[src/rtl/sfcr_pkg.sv]
// shared types and constants for the serial frame checksum receiver
// no dependencies; imported by sfcr_decode and serial_frame_checksum_receiver
package sfcr_pkg;

    localparam int FRAME_DEPTH_DEF = 16;

    localparam logic [7:0] MARK_START     = 8'hA0;
    localparam logic [7:0] MARK_END       = 8'hA1;
    localparam logic [7:0] CMD_SET_COUNT  = 8'hF2;
    localparam logic [7:0] CMD_FORWARD    = 8'hF1;
    localparam logic [7:0] TEXT_LOW       = 8'h20;
    localparam logic [7:0] TEXT_HIGH      = 8'h7E;
    localparam logic [7:0] CHAR_CR        = 8'h0D;
    localparam logic [7:0] CHAR_LF        = 8'h0A;
    localparam logic [7:0] COUNT_AT_RESET = 8'd30;

    // bytes that must already be held before an end marker can close a frame
    localparam int MIN_HELD = 5;

    typedef enum logic [2:0] {
        EV_TAKEN   = 3'd0,
        EV_COUNT   = 3'd1,
        EV_FWD     = 3'd2,
        EV_UNKNOWN = 3'd3,
        EV_BADSUM  = 3'd4,
        EV_TEXT    = 3'd5
    } ev_t;

    typedef enum logic [1:0] {
        ST_IDLE,
        ST_FWD_RD,
        ST_FWD_OUT
    } state_t;

    // outcome of one received byte
    typedef struct packed {
        logic is_text;
        ev_t  ev;
        logic ok;
        logic fwd;
        logic set_cnt;
        logic clear;
    } dec_t;

endpackage

[src/rtl/serial_frame_checksum_receiver.sv]
// top level of the serial frame checksum receiver: control, frame ram, result register
// depends on sfcr_pkg, sfcr_ram and sfcr_decode
//
// usage
//   s_ channel: one received serial byte per transfer, s_tdata[7:0] = rx_byte
//   m_ channel: result transfers; s_tdata of one byte gives one or more results,
//     m_tlast marks the final result of that byte
//   text bytes (printable, cr, lf) give one text result and leave the frame alone
//   other bytes are written into the frame ram; an end marker after at least
//     five held bytes closes the frame and tests its checksum
//   a non-forward result enters the output register in the cycle after its byte
//   throughput: one byte per cycle while no forward command runs and the
//     result register is free; a good forward frame is read out byte by
//     byte via a read state, then an output state for the registered ram data
//   s_tready is low while a forward readout runs or the result register is full
//     and not being taken
//   reset: synchronous active-low aresetn empties the frame, sets the poll count
//     to 30 and drops m_tvalid; ram contents need no clearing since only bytes
//     of the current frame are ever read
//   stall: a held result keeps m_tdata and m_tlast stable until transfer;
//     input is held off meanwhile
module serial_frame_checksum_receiver #(
    parameter int FRAME_DEPTH = sfcr_pkg::FRAME_DEPTH_DEF
) (
    input  logic        aclk,
    input  logic        aresetn,
    input  logic        s_tvalid,
    output logic        s_tready,
    input  logic [7:0]  s_tdata,   // [7:0] rx_byte
    output logic        m_tvalid,
    input  logic        m_tready,
    output logic [23:0] m_tdata,   // [2:0] event_res, [10:3] fwd_byte,
                                   // [18:11] poll_count, [19] frame_ok, rest zero
    output logic        m_tlast
);
    import sfcr_pkg::*;

    localparam int AW = $clog2(FRAME_DEPTH);
    localparam int CW = $clog2(FRAME_DEPTH + 1);

    // control state
    state_t        state_reg, state_next;
    logic [CW-1:0] fill_reg, fill_next;
    logic [7:0]    count_reg, count_next;
    logic          m_valid_reg, m_valid_next;
    logic [AW-1:0] rd_idx_reg, rd_idx_next;
    logic [AW-1:0] fwd_end_reg, fwd_end_next;

    // running frame facts
    logic [7:0]    sum_reg, sum_next;
    logic [7:0]    prev_reg, prev_next;
    logic [7:0]    cmd_reg, cmd_next;
    logic [7:0]    arg_reg, arg_next;

    // result register payload
    ev_t           ev_reg, ev_next;
    logic [7:0]    byte_reg, byte_next;
    logic [7:0]    poll_reg, poll_next;
    logic          ok_reg, ok_next;
    logic          last_reg, last_next;

    logic          out_free;
    logic          s_accept;
    logic          wr_en;
    logic          rd_en;
    logic [7:0]    rd_data;
    dec_t          dec;

    sfcr_decode #(
        .FRAME_DEPTH(FRAME_DEPTH)
    ) u_decode (
        .rx_byte (s_tdata),
        .fill    (fill_reg),
        .sum     (sum_reg),
        .prev    (prev_reg),
        .cmd     (cmd_reg),
        .dec     (dec)
    );

    // frame store: written at the fill position, read during forward readout
    sfcr_ram #(
        .WIDTH(8),
        .DEPTH(FRAME_DEPTH)
    ) u_frame_ram (
        .aclk    (aclk),
        .wr_en   (wr_en),
        .wr_addr (fill_reg[AW-1:0]),
        .wr_data (s_tdata),
        .rd_en   (rd_en),
        .rd_addr (rd_idx_reg),
        .rd_data (rd_data)
    );

    assign out_free = !m_valid_reg || m_tready;
    assign s_tready = (state_reg == ST_IDLE) && out_free;
    assign s_accept = s_tvalid && s_tready;

    always_comb begin
        state_next   = state_reg;
        fill_next    = fill_reg;
        count_next   = count_reg;
        rd_idx_next  = rd_idx_reg;
        fwd_end_next = fwd_end_reg;
        sum_next     = sum_reg;
        prev_next    = prev_reg;
        cmd_next     = cmd_reg;
        arg_next     = arg_reg;
        ev_next      = ev_reg;
        byte_next    = byte_reg;
        poll_next    = poll_reg;
        ok_next      = ok_reg;
        last_next    = last_reg;
        wr_en        = 1'b0;
        rd_en        = 1'b0;
        m_valid_next = m_valid_reg && !m_tready;

        unique case (state_reg)
            ST_IDLE: begin
                if (s_accept) begin
                    if (dec.is_text) begin
                        m_valid_next = 1'b1;
                        ev_next      = EV_TEXT;
                        byte_next    = '0;
                        poll_next    = count_reg;
                        ok_next      = 1'b0;
                        last_next    = 1'b1;
                    end else begin
                        wr_en     = 1'b1;
                        // first byte of a frame restarts the running sum
                        sum_next  = (fill_reg == '0) ? s_tdata : sum_reg + s_tdata;
                        prev_next = s_tdata;
                        if (fill_reg == CW'(1)) begin
                            cmd_next = s_tdata;
                        end
                        if (fill_reg == CW'(2)) begin
                            arg_next = s_tdata;
                        end
                        fill_next = dec.clear ? '0 : fill_reg + CW'(1);
                        if (dec.set_cnt) begin
                            count_next = arg_reg;
                        end
                        if (dec.fwd) begin
                            // frame runs from entry 0 to the byte just written
                            state_next   = ST_FWD_RD;
                            rd_idx_next  = '0;
                            fwd_end_next = fill_reg[AW-1:0];
                        end else begin
                            m_valid_next = 1'b1;
                            ev_next      = dec.ev;
                            byte_next    = '0;
                            poll_next    = dec.set_cnt ? arg_reg : count_reg;
                            ok_next      = dec.ok;
                            last_next    = 1'b1;
                        end
                    end
                end
            end
            ST_FWD_RD: begin
                rd_en      = 1'b1;
                state_next = ST_FWD_OUT;
            end
            ST_FWD_OUT: begin
                if (out_free) begin
                    m_valid_next = 1'b1;
                    ev_next      = EV_FWD;
                    byte_next    = rd_data;
                    poll_next    = count_reg;
                    ok_next      = 1'b1;
                    last_next    = (rd_idx_reg == fwd_end_reg);
                    if (rd_idx_reg == fwd_end_reg) begin
                        state_next = ST_IDLE;
                    end else begin
                        rd_idx_next = rd_idx_reg + AW'(1);
                        state_next  = ST_FWD_RD;
                    end
                end
            end
            default: begin
                state_next = ST_IDLE;
            end
        endcase
    end

    always_ff @(posedge aclk) begin
        if (!aresetn) begin
            state_reg   <= ST_IDLE;
            fill_reg    <= '0;
            count_reg   <= COUNT_AT_RESET;
            m_valid_reg <= 1'b0;
            rd_idx_reg  <= '0;
            fwd_end_reg <= '0;
        end else begin
            state_reg   <= state_next;
            fill_reg    <= fill_next;
            count_reg   <= count_next;
            m_valid_reg <= m_valid_next;
            rd_idx_reg  <= rd_idx_next;
            fwd_end_reg <= fwd_end_next;
        end
    end

    // payload, no reset needed
    always_ff @(posedge aclk) begin
        sum_reg  <= sum_next;
        prev_reg <= prev_next;
        cmd_reg  <= cmd_next;
        arg_reg  <= arg_next;
        ev_reg   <= ev_next;
        byte_reg <= byte_next;
        poll_reg <= poll_next;
        ok_reg   <= ok_next;
        last_reg <= last_next;
    end

    assign m_tvalid = m_valid_reg;
    assign m_tlast  = last_reg;
    assign m_tdata  = {4'b0000, ok_reg, poll_reg, byte_reg, ev_reg};

    // the frame never holds a full store between bytes
    a_fill_bound: assert property (@(posedge aclk) disable iff (!aresetn)
        fill_reg < CW'(FRAME_DEPTH))
        else $error("frame fill reached store depth");

    // text bytes never touch the frame
    a_text_keeps_fill: assert property (@(posedge aclk) disable iff (!aresetn)
        (s_accept && dec.is_text) |=> $stable(fill_reg))
        else $error("text byte changed frame fill");

    // no input is taken during a forward readout
    a_no_accept_in_fwd: assert property (@(posedge aclk) disable iff (!aresetn)
        (state_reg != ST_IDLE) |-> !s_tready)
        else $error("input ready during forward readout");

    // a forward readout only starts from a good forward frame
    a_fwd_start: assert property (@(posedge aclk) disable iff (!aresetn)
        (state_reg == ST_IDLE && state_next == ST_FWD_RD) |-> (s_accept && dec.fwd))
        else $error("forward readout without good forward frame");

endmodule

[src/rtl/sfcr_ram.sv]
// generic single-port-write, single-port-read ram with registered read data
// no dependencies
module sfcr_ram #(
    parameter int WIDTH = 8,
    parameter int DEPTH = 16
) (
    input  logic                     aclk,
    input  logic                     wr_en,
    input  logic [$clog2(DEPTH)-1:0] wr_addr,
    input  logic [WIDTH-1:0]         wr_data,
    input  logic                     rd_en,
    input  logic [$clog2(DEPTH)-1:0] rd_addr,
    output logic [WIDTH-1:0]         rd_data
);

    logic [WIDTH-1:0] mem [DEPTH];
    logic [WIDTH-1:0] rd_data_reg;

    always_ff @(posedge aclk) begin
        if (wr_en) begin
            mem[wr_addr] <= wr_data;
        end
        if (rd_en) begin
            rd_data_reg <= mem[rd_addr];
        end
    end

    assign rd_data = rd_data_reg;

endmodule

[src/rtl/sfcr_decode.sv]
// classifies one received byte against the running frame state
// depends on sfcr_pkg
module sfcr_decode #(
    parameter int FRAME_DEPTH = sfcr_pkg::FRAME_DEPTH_DEF
) (
    input  logic [7:0]                       rx_byte,
    input  logic [$clog2(FRAME_DEPTH+1)-1:0] fill,
    input  logic [7:0]                       sum,
    input  logic [7:0]                       prev,
    input  logic [7:0]                       cmd,
    output sfcr_pkg::dec_t                   dec
);
    import sfcr_pkg::*;

    localparam int CW = $clog2(FRAME_DEPTH + 1);

    logic [CW-1:0] fill_new;
    logic [7:0]    total;
    logic [7:0]    rest;
    logic          complete;
    logic          first_bad;
    logic          overlong;

    always_comb begin
        fill_new  = fill + CW'(1);
        total     = sum + rx_byte;
        rest      = total - prev;     // every byte but the checksum byte
        // a held frame always starts with the start marker
        complete  = (fill >= CW'(MIN_HELD)) && (rx_byte == MARK_END);
        first_bad = (fill == '0) && (rx_byte != MARK_START);
        overlong  = (fill_new == CW'(FRAME_DEPTH));

        dec.is_text = ((rx_byte >= TEXT_LOW) && (rx_byte <= TEXT_HIGH))
                      || (rx_byte == CHAR_CR) || (rx_byte == CHAR_LF);
        dec.clear   = complete || first_bad || overlong;
        dec.ok      = 1'b0;
        dec.fwd     = 1'b0;
        dec.set_cnt = 1'b0;
        dec.ev      = EV_TAKEN;
        if (complete) begin
            if (rest == prev) begin
                dec.ok = 1'b1;
                unique case (cmd)
                    CMD_SET_COUNT: begin
                        dec.ev      = EV_COUNT;
                        dec.set_cnt = 1'b1;
                    end
                    CMD_FORWARD: begin
                        dec.ev  = EV_FWD;
                        dec.fwd = 1'b1;
                    end
                    default: begin
                        dec.ev = EV_UNKNOWN;
                    end
                endcase
            end else begin
                dec.ev = EV_BADSUM;
            end
        end
    end

endmodule

[config.mk]
export PLATFORM = sky130hd
export DESIGN_NAME = serial_frame_checksum_receiver
export DESIGN_NICKNAME = d
export VERILOG_FILES = /design/src/rtl/sfcr_pkg.sv /design/src/rtl/serial_frame_checksum_receiver.sv /design/src/rtl/sfcr_ram.sv /design/src/rtl/sfcr_decode.sv
export SDC_FILE = /design/constraint.sdc
export NUM_CORES = 1
export LEC_CHECK = 0
export BUFFER_PORTS_ARGS = -buffer_cell sky130_fd_sc_hd__buf_2
export CAP_MARGIN = 40
export CORE_ASPECT_RATIO = 1.1
export CORE_UTILIZATION = 40
export DETAILED_ROUTE_END_ITERATION = 10
export GPL_TIMING_DRIVEN = 0
export PLACE_DENSITY = 0.57
export SKIP_LAST_GASP = 1
export SYNTH_ARGS = -nofsm -noshare
export SYNTH_HDL_FRONTEND = slang
export SYNTH_HIERARCHICAL = 1
export SYNTH_SLANG_ARGS = --single-unit
[constraint.sdc]
create_clock -name aclk -period 6 [get_ports aclk]
set_clock_uncertainty 0.15 [all_clocks]
set_input_delay 1.2 -clock aclk [delete_from_list [all_inputs] [get_ports aclk]]
set_output_delay 1.2 -clock aclk [all_outputs]
set_load 0.01 [all_outputs]
* Yosys cells after proc, flatten, opt, wreduce, memory -nomap -nowiden
Memory sizes are Yosys's and may differ from the RTL's. A register that Yosys moved wholly into a read port is not among the register bits. Index checks and enable logic that the tools add are counted. W data, S select, Z words.
Storage, ports and cells: flip-flop bits (word level) 77, RAM bits 128, input port bits 12, output and inout port bits 27, memories kept 1
Operators by class: add/sub/neg operators 4, $lt $le $gt $ge 3, equality and inequality tests 19, mux-type cells 57, bitwise logic cells 1, reduce and logical (&&, ||, !) cells 23
Memory list:
- u_frame_ram.mem | depth 16, bits a word 8, read ports 1, clocked after Yosys merged registers in 1, write ports 1, RTL line sfcr_ram.sv:16 | logic [WIDTH-1:0] mem [DEPTH];
Operator list (number):
- $mux W8 | 10
- $pmux W8 S2 | 2
- $eq A8 B8 Y1 const B | 3
- $mux W1 | 21
- $mux W4 | 5
- $reduce_and A4 Y1 | 5
- $mux W3 | 6
- $eq A8 B4 Y1 const B | 2
- $ne A2 B2 Y1 const B | 5
- $add A8 B8 Y8 | 1
- $eq A8 B8 Y1 | 1
- $ge A8 B6 Y1 const B | 1
- $le A8 B7 Y1 const B | 1
- $mux W2 | 4
- $ne A8 B8 Y1 const B | 1
- $pmux W4 S2 | 1
- $sub A8 B8 Y8 | 1
- $logic_and A1 B1 Y1 | 6
- $mux W6 | 1
- $pmux W1 S2 | 3
- $pmux W2 S3 | 1
- $pmux W3 S2 | 1
- $reduce_and A6 Y1 | 1
- $add A5 B1 Y5 const B | 1
- other kinds (18) | 23

* Longest topological paths before layout
Gate-level depths: netlist of the first run.
depth in word-level cells 10, gate-level depth with buffers 15

* By module
Netlist of the first run, hierarchy kept.
Modules (own cells, without submodules):
- sfcr_ram | instances 1, cells each 229, area an instance 5227.5 sq um, sequential area each 4083.9 sq um
- serial_frame_checksum_receiver | instances 1, cells each 279, area an instance 3455.8 sq um, sequential area each 2072.0 sq um
- sfcr_decode | instances 1, cells each 105, area an instance 777.0 sq um, sequential area each 0.0 sq um

* Worst setup path before layout of the first run
Ideal clock, no wire load.
path type input port to flip-flop, start input port s_tdata[1], end register poll_reg[0] (data pin), arrival time 4.597 ns, required time 5.590 ns, slack 0.993 ns, cell stages on the path 12, buffers on the path 1, cells stage by stage inv_1 -> fa_1 -> inv_1 -> ha_1 -> a211oi_1 -> o31ai_1 -> xnor2_1 -> or4_4 -> nor4b_1 -> buf_1 -> nor3b_4 -> mux2_2
RTL lines:
- from (decl) | RTL line serial_frame_checksum_receiver.sv:29 | input logic [7:0] s_tdata,
- to (signal assigned) | RTL line serial_frame_checksum_receiver.sv:210 | poll_reg <= poll_next;
- to (decl) | RTL line serial_frame_checksum_receiver.sv:58 | logic [7:0] poll_reg, poll_next;

==> results of run 1 <==
[cell type report]
class	count	area (sq um)	share of cell area (%)
Sequential cell	212	6130	57.4
Multi-Input combinational cell	342	2990	28.0
Clock buffer	29	577	5.40
Tap cell	300	375	3.51
Timing Repair Buffer	40	215	2.01
Buffer	25	195	1.83
Inverter	36	135	1.27
Clock inverter	11	63.8	0.597
[power groups by stage]
stage	Clock, mW	Sequential, mW	Combinational [mW]
5_1_grt	1.32	1.64	0.288
6_report	1.23	1.64	0.259
2_1_floorplan	0	1.67	0.178
4_1_cts	1.26	1.64	0.261
3_3_place_gp	0	1.67	0.247
3_5_place_dp	0	1.67	0.260
[worst paths after layout]
| kind | start | end | cells after the start |
|---|---|---|---|
| min reg2reg | count_reg[5]$_SDFFE_PN0P_ | count_reg[5]$_SDFFE_PN0P_ | 2 |
| max | s_tdata[1] | poll_reg[6]$_DFFE_PP_ | 13 |
| min | count_reg[5]$_SDFFE_PN0P_ | count_reg[5]$_SDFFE_PN0P_ | 2 |
| max reg2reg | sum_reg[1]$_DFFE_PP_ | poll_reg[6]$_DFFE_PP_ | 12 |
[cell usage in the layout (no fill, tap or decap), types with 16 or more instances in the layout]
| cell type | count |
|---|---|
| edfxtp_1 | 188 |
| buf_2 | 40 |
| inv_1 | 36 |
| nand2_1 | 36 |
| nor2_1 | 34 |
| dfxtp_1 | 24 |
| clkbuf_16 | 22 |
| nand3_1 | 20 |
| ha_1 | 20 |
| xnor2_1 | 18 |
| mux4_2 | 18 |
| a22oi_1 | 16 |
[per-stage QoR]
stage / total power, mW / hold slack [ns] / utilization [%] / setup slack [ns] / area (sq um)
floorplan: 1.85 / 0.287 / - / 0.993 / 9440
global placement: 1.92 / 0.297 / 43.4 / -0.297 / 9990
detailed placement: 1.93 / 0.308 / 43.6 / -0.150 / 10000
CTS: 3.16 / 0.317 / 46.4 / 0.368 / 10700
global route: 3.25 / 0.336 / 46.4 / 0.0700 / 10700
finish: 3.13 / 0.317 / 46.4 / 0.449 / 10700
[worst register-to-register path: stages, from the launching register on]
cell	delay (ns)
edfxtp_1	0.39
inv_1	0.08
fa_1	0.50
inv_1	0.07
ha_1	0.29
a211oi_1	0.39
o31ai_1	0.18
xnor2_1	0.17
or4_4	0.59
nor4b_1	0.26
buf_1	0.43
nor3b_4	0.52
mux2_2	0.40
[layer usage]
metal  track usage [%]  part of all wire [%]  vias to the layer above
li1                  -                     -                     2459
met5                 0                     0                        -
met3              2.23                   5.1                       26
met2              27.9                    48                      140
met4              4.50                   1.6                        0
met1              22.4                    45                     2636
==> results.py, run 1 <==
metrics = {
    "outcome": {
        "outcome": "completed",
    },
    "power_and_ir_drop": {
        "ir_drop_v": 0.000133,
        "p_int_mw": 2.41,
        "p_seq_share_pct": 52.4,
        "p_per_area_nw_per_um2": 293,
        "power_switching_uw": 726,
        "switching_share_pct": 23.2,
        "clockPowerShare_pct": 39.4,
        "power_leakage_nw": 3.66,
        "pwr-share-comb_pct": 8.3,
    },
    "floorplanning": {
        "core_sq_um": 23000,
        "start_util_pct": 41.0,
        "die_y_um": 163,
        "ios": 39,
        "rows": 58,
        "die_w_um": 148,
        "dieArea_sq_um": 24200,
    },
    "setup_path": {
        "end_kind": "flip-flop",
        "cp_num_buf_inv": 4,
        "crit_required_ns": 6.10,
        "worst_setup_path_start_kind": "input pin",
        "worstPathArrival_ns": 5.65,
        "path_cells": "buf_2 -> inv_1 -> fa_1 -> inv_1 -> ha_1 -> a211oi_1 -> o31ai_1 -> xnor2_1 -> or4_4 -> nor4b_1 -> buf_1 -> nor3b_4 -> mux2_2",
        "crit_type": "input pin to flip-flop",
        "cpLargestDelayFamily": "simple AND/OR/NAND/NOR gates",
        "reg2reg_slack_ns": 1.33,
        "critPathMaxStageDelay_ns": 0.59,
        "crit_fanout": 26,
        "crit_slowest_cell": "or4_4",
        "crit_top_cell": "inv_1",
    },
    "route": {
        "route.detailed.drc": 0,
        "dr_total_vias": 5261,
        "wl_per_cell_um": 19.3,
        "drt-initial-drc-count": 267,
        "dr.pass1.iters": 4,
        "drt-total-wl_mm": 19.2,
        "postRouteAntennaNets": 0,
        "via_per_inst": 5.29,
    },
    "run": {
        "cap_violations": 0,
    },
    "placed_design": {
        "place_inst": 955,
        "io_buffers": 34,
        "place_hpwl_mm": 12.5,
        "gp_congestion": 0.763,
    },
    "clock_tree": {
        "cts_sinks": 212,
        "cts_hold_buf": 0,
        "cts_resized": 0,
        "root_buffer": "clkbuf_16",
        "clock_path_buffers": 3,
        "cts_setup_buffers": 0,
        "clock_latency_ns": 0.51,
        "clk_pin_slew_ns": 0.06,
        "h-tree-depth": 1,
        "cts_tree": "built",
        "cts_buffers": 22,
    },
    "logic_synthesis": {
        "mappedNetlistArea_sq_um": 9430,
        "synthCells": 612,
        "avgSynthCellArea_sq_um": 15.4,
        "ys_warn_count": 6,
    },
    "grt": {
        "grt_pass1_wl_mm": 30.2,
        "antenna_found_initial": 0,
        "grt_max_degree": 29,
        "track_usage_pct": 16.5,
        "grt_overflow": 0,
        "grt_pass1_vias": 5404,
    },
    "cells_and_area": {
        "drive_above_1_share_pct": 18.0,
        "final_cells": 995,
        "area_growth_pct": 13.3,
        "nNetsFinal": 719,
        "regMostFlops": "u_frame_ram/mem",
        "antennaDiodeCount": 0,
        "largest_reg_flops": 128,
        "nFillCells": 1990,
    },
    "sta": {
        "period_share_pct": 92.5,
        "clock.fmax_mhz": 180,
        "relSlewSlack_pct": 40.5,
        "fin_setup_tns_ns": 0,
        "setup_viol": 0,
        "worst_pin_slew_ns": 0.889,
        "fin_crit_ns": 5.55,
        "slew_viol_final": 0,
        "hold_viol_final": 0,
        "rsz0062_at_grt": "false",
    },
    "hold_path": {
        "hold_class": "flip-flop to flip-flop",
    },
}
(Power assumes the default switching activity.)
==> run 2: changes to the inputs <==
- CORE_UTILIZATION: 40 -> 49
- MAX_ROUTING_LAYER: unset -> met4
- PLACE_DENSITY: 0.57 -> 0.67
==> results.py, run 2 (synthesized netlist as in run 1, its figures left out) <==
metrics = {
    "clock_tree": {
        "cts_hold_buf": 0,
        "cts_buffers": 22,
        "clock_latency_ns": 0.50,
        "cts_setup_buffers": 0,
        "cts_sinks": 212,
        "cts_resized": 0,
        "clock_path_buffers": 3,
        "cts_tree": "built",
        "h-tree-depth": 1,
        "root_buffer": "clkbuf_16",
        "clk_pin_slew_ns": 0.06,
    },
    "floorplanning": {
        "die_w_um": 134,
        "start_util_pct": 50.7,
        "rows": 52,
        "dieArea_sq_um": 19800,
        "ios": 39,
        "die_y_um": 148,
        "core_sq_um": 18600,
    },
    "sta": {
        "period_share_pct": 94.3,
        "setup_viol": 0,
        "fin_crit_ns": 5.66,
        "clock.fmax_mhz": 177,
        "slew_viol_final": 0,
        "relSlewSlack_pct": 41.8,
        "fin_ws_ns": 0.342,
        "rsz0062_at_grt": "false",
        "hold_viol_final": 0,
        "worst_pin_slew_ns": 0.870,
    },
    "cells_and_area": {
        "drive_above_1_share_pct": 18.5,
        "nNetsFinal": 720,
        "final_common_cell": "edfxtp_1",
        "area_growth_pct": 13.1,
        "nFillCells": 1493,
        "largest_reg_flops": 128,
        "regMostFlops": "u_frame_ram/mem",
        "final_cell_mix": "edfxtp_1, buf_2, inv_1, nand2_1, nor2_1",
        "antennaDiodeCount": 0,
    },
    "grt": {
        "use_met1_pct": 26.1,
        "grt_overflow": 0,
        "grt_use_met2_pct": 31.7,
        "grt_pass1_vias": 5215,
        "top_usage_layer": "met2",
        "antenna_found_initial": 0,
        "use_met3_pct": 2.33,
        "grt_max_degree": 29,
        "grt_pass1_wl_mm": 28.4,
        "track_usage_pct": 19.4,
    },
    "setup_path": {
        "crit_top_cell": "inv_1",
        "worst_setup_path_start_kind": "input pin",
        "crit_fanout": 26,
        "crit_type": "input pin to flip-flop",
        "worstPathArrival_ns": 5.75,
        "crit_required_ns": 6.09,
        "cpLargestDelayFamily": "simple AND/OR/NAND/NOR gates",
        "end_kind": "flip-flop",
        "path_cells": "buf_2 -> inv_1 -> fa_1 -> inv_1 -> ha_1 -> a211oi_1 -> o31ai_1 -> xnor2_1 -> or4_4 -> nor4b_1 -> buf_1 -> nor3b_4 -> mux2_2",
        "critPathMaxStageDelay_ns": 0.59,
        "crit_slowest_cell": "or4_4",
        "cp_num_buf_inv": 4,
    },
    "route": {
        "dr_total_vias": 5296,
        "dr.pass1.iters": 4,
        "postRouteAntennaNets": 0,
        "wl_per_cell_um": 19.4,
        "route.detailed.drc": 0,
        "drt-total-wl_mm": 18.2,
        "drt-initial-drc-count": 336,
        "via_per_inst": 5.64,
    },
    "run": {
        "cap_violations": 0,
    },
    "placed_design": {
        "io_buffers": 34,
        "gp_congestion": 0.788,
        "place_hpwl_mm": 12.1,
        "dp_worst_setup_slack_ns": -0.130,
    },
    "power_and_ir_drop": {
        "clockPowerShare_pct": 40.9,
        "p_int_mw": 2.50,
        "power.total_mw": 3.21,
        "p_per_area_nw_per_um2": 301,
        "p_seq_share_pct": 51.1,
        "switching_share_pct": 22.3,
        "pwr-share-comb_pct": 8.0,
        "power_leakage_nw": 3.70,
        "power_switching_uw": 717,
        "ir_drop_v": 0.000184,
    },
    "outcome": {
        "outcome": "completed",
    },
    "hold_path": {
        "hold_class": "flip-flop to flip-flop",
    },
}
-- run 2: power by group through the flow --
stage | Sequential [mW] | Clock (mW) | Combinational, mW
floorplan | 1.67 | 0 | 0.178
global placement | 1.67 | 0 | 0.243
detailed placement | 1.67 | 0 | 0.256
CTS | 1.64 | 1.34 | 0.258
global route | 1.64 | 1.39 | 0.286
finish | 1.64 | 1.32 | 0.257
-- run 2: worst min-delay path: stages, from the launching register on --
cell	delay, ns
dfxtp_1	0.31
nand2_1	0.04
a21boi_0	0.06
-- run 2: worst paths after layout --
kind,cells past startpoint,slack [ns],end,from
setup reg to reg,12,1.31,poll_reg[5]$_DFFE_PP_,sum_reg[1]$_DFFE_PP_
hold reg to reg,2,0.32,count_reg[0]$_SDFFE_PN0P_,count_reg[0]$_SDFFE_PN0P_
hold / removal,2,0.32,count_reg[0]$_SDFFE_PN0P_,count_reg[0]$_SDFFE_PN0P_
setup / recovery,13,0.34,poll_reg[5]$_DFFE_PP_,s_tdata[1]
-- run 2: final cells by class --
type | count | area [sq um] | area share, %
flip-flops and latches | 212 | 6130 | 57.4
clock inverters | 14 | 140 | 1.31
multi-input cells | 342 | 2990 | 28.0
repair buffers | 41 | 214 | 2.01
well taps | 243 | 304 | 2.85
clock buffers | 26 | 566 | 5.30
plain buffers | 25 | 195 | 1.83
inverters | 36 | 135 | 1.27
-- run 2: metal layers --
metal,wire length [um],part of all wire [%],vias up
li1,-,-,2464
met1,8300,46,2682
met2,8830,49,128
met3,776,4.3,22
met4,271,1.5,0
met5,0,0,-
-- run 2: through the flow --
| stage | cell area [sq um] | instances | TNS [ns] | utilization [%] | hold WS [ns] |
|---|---|---|---|---|---|
| floorplan | 9440 | 615 | 0 | - | 0.287 |
| global placement | 9920 | 892 | -3.56 | 53.3 | 0.296 |
| detailed placement | 9960 | 898 | -0.940 | 53.5 | 0.308 |
| CTS | 10700 | 938 | 0 | 57.3 | 0.317 |
| global route | 10700 | 939 | 0 | 57.3 | 0.337 |
| finish | 10700 | 939 | 0 | 57.3 | 0.315 |
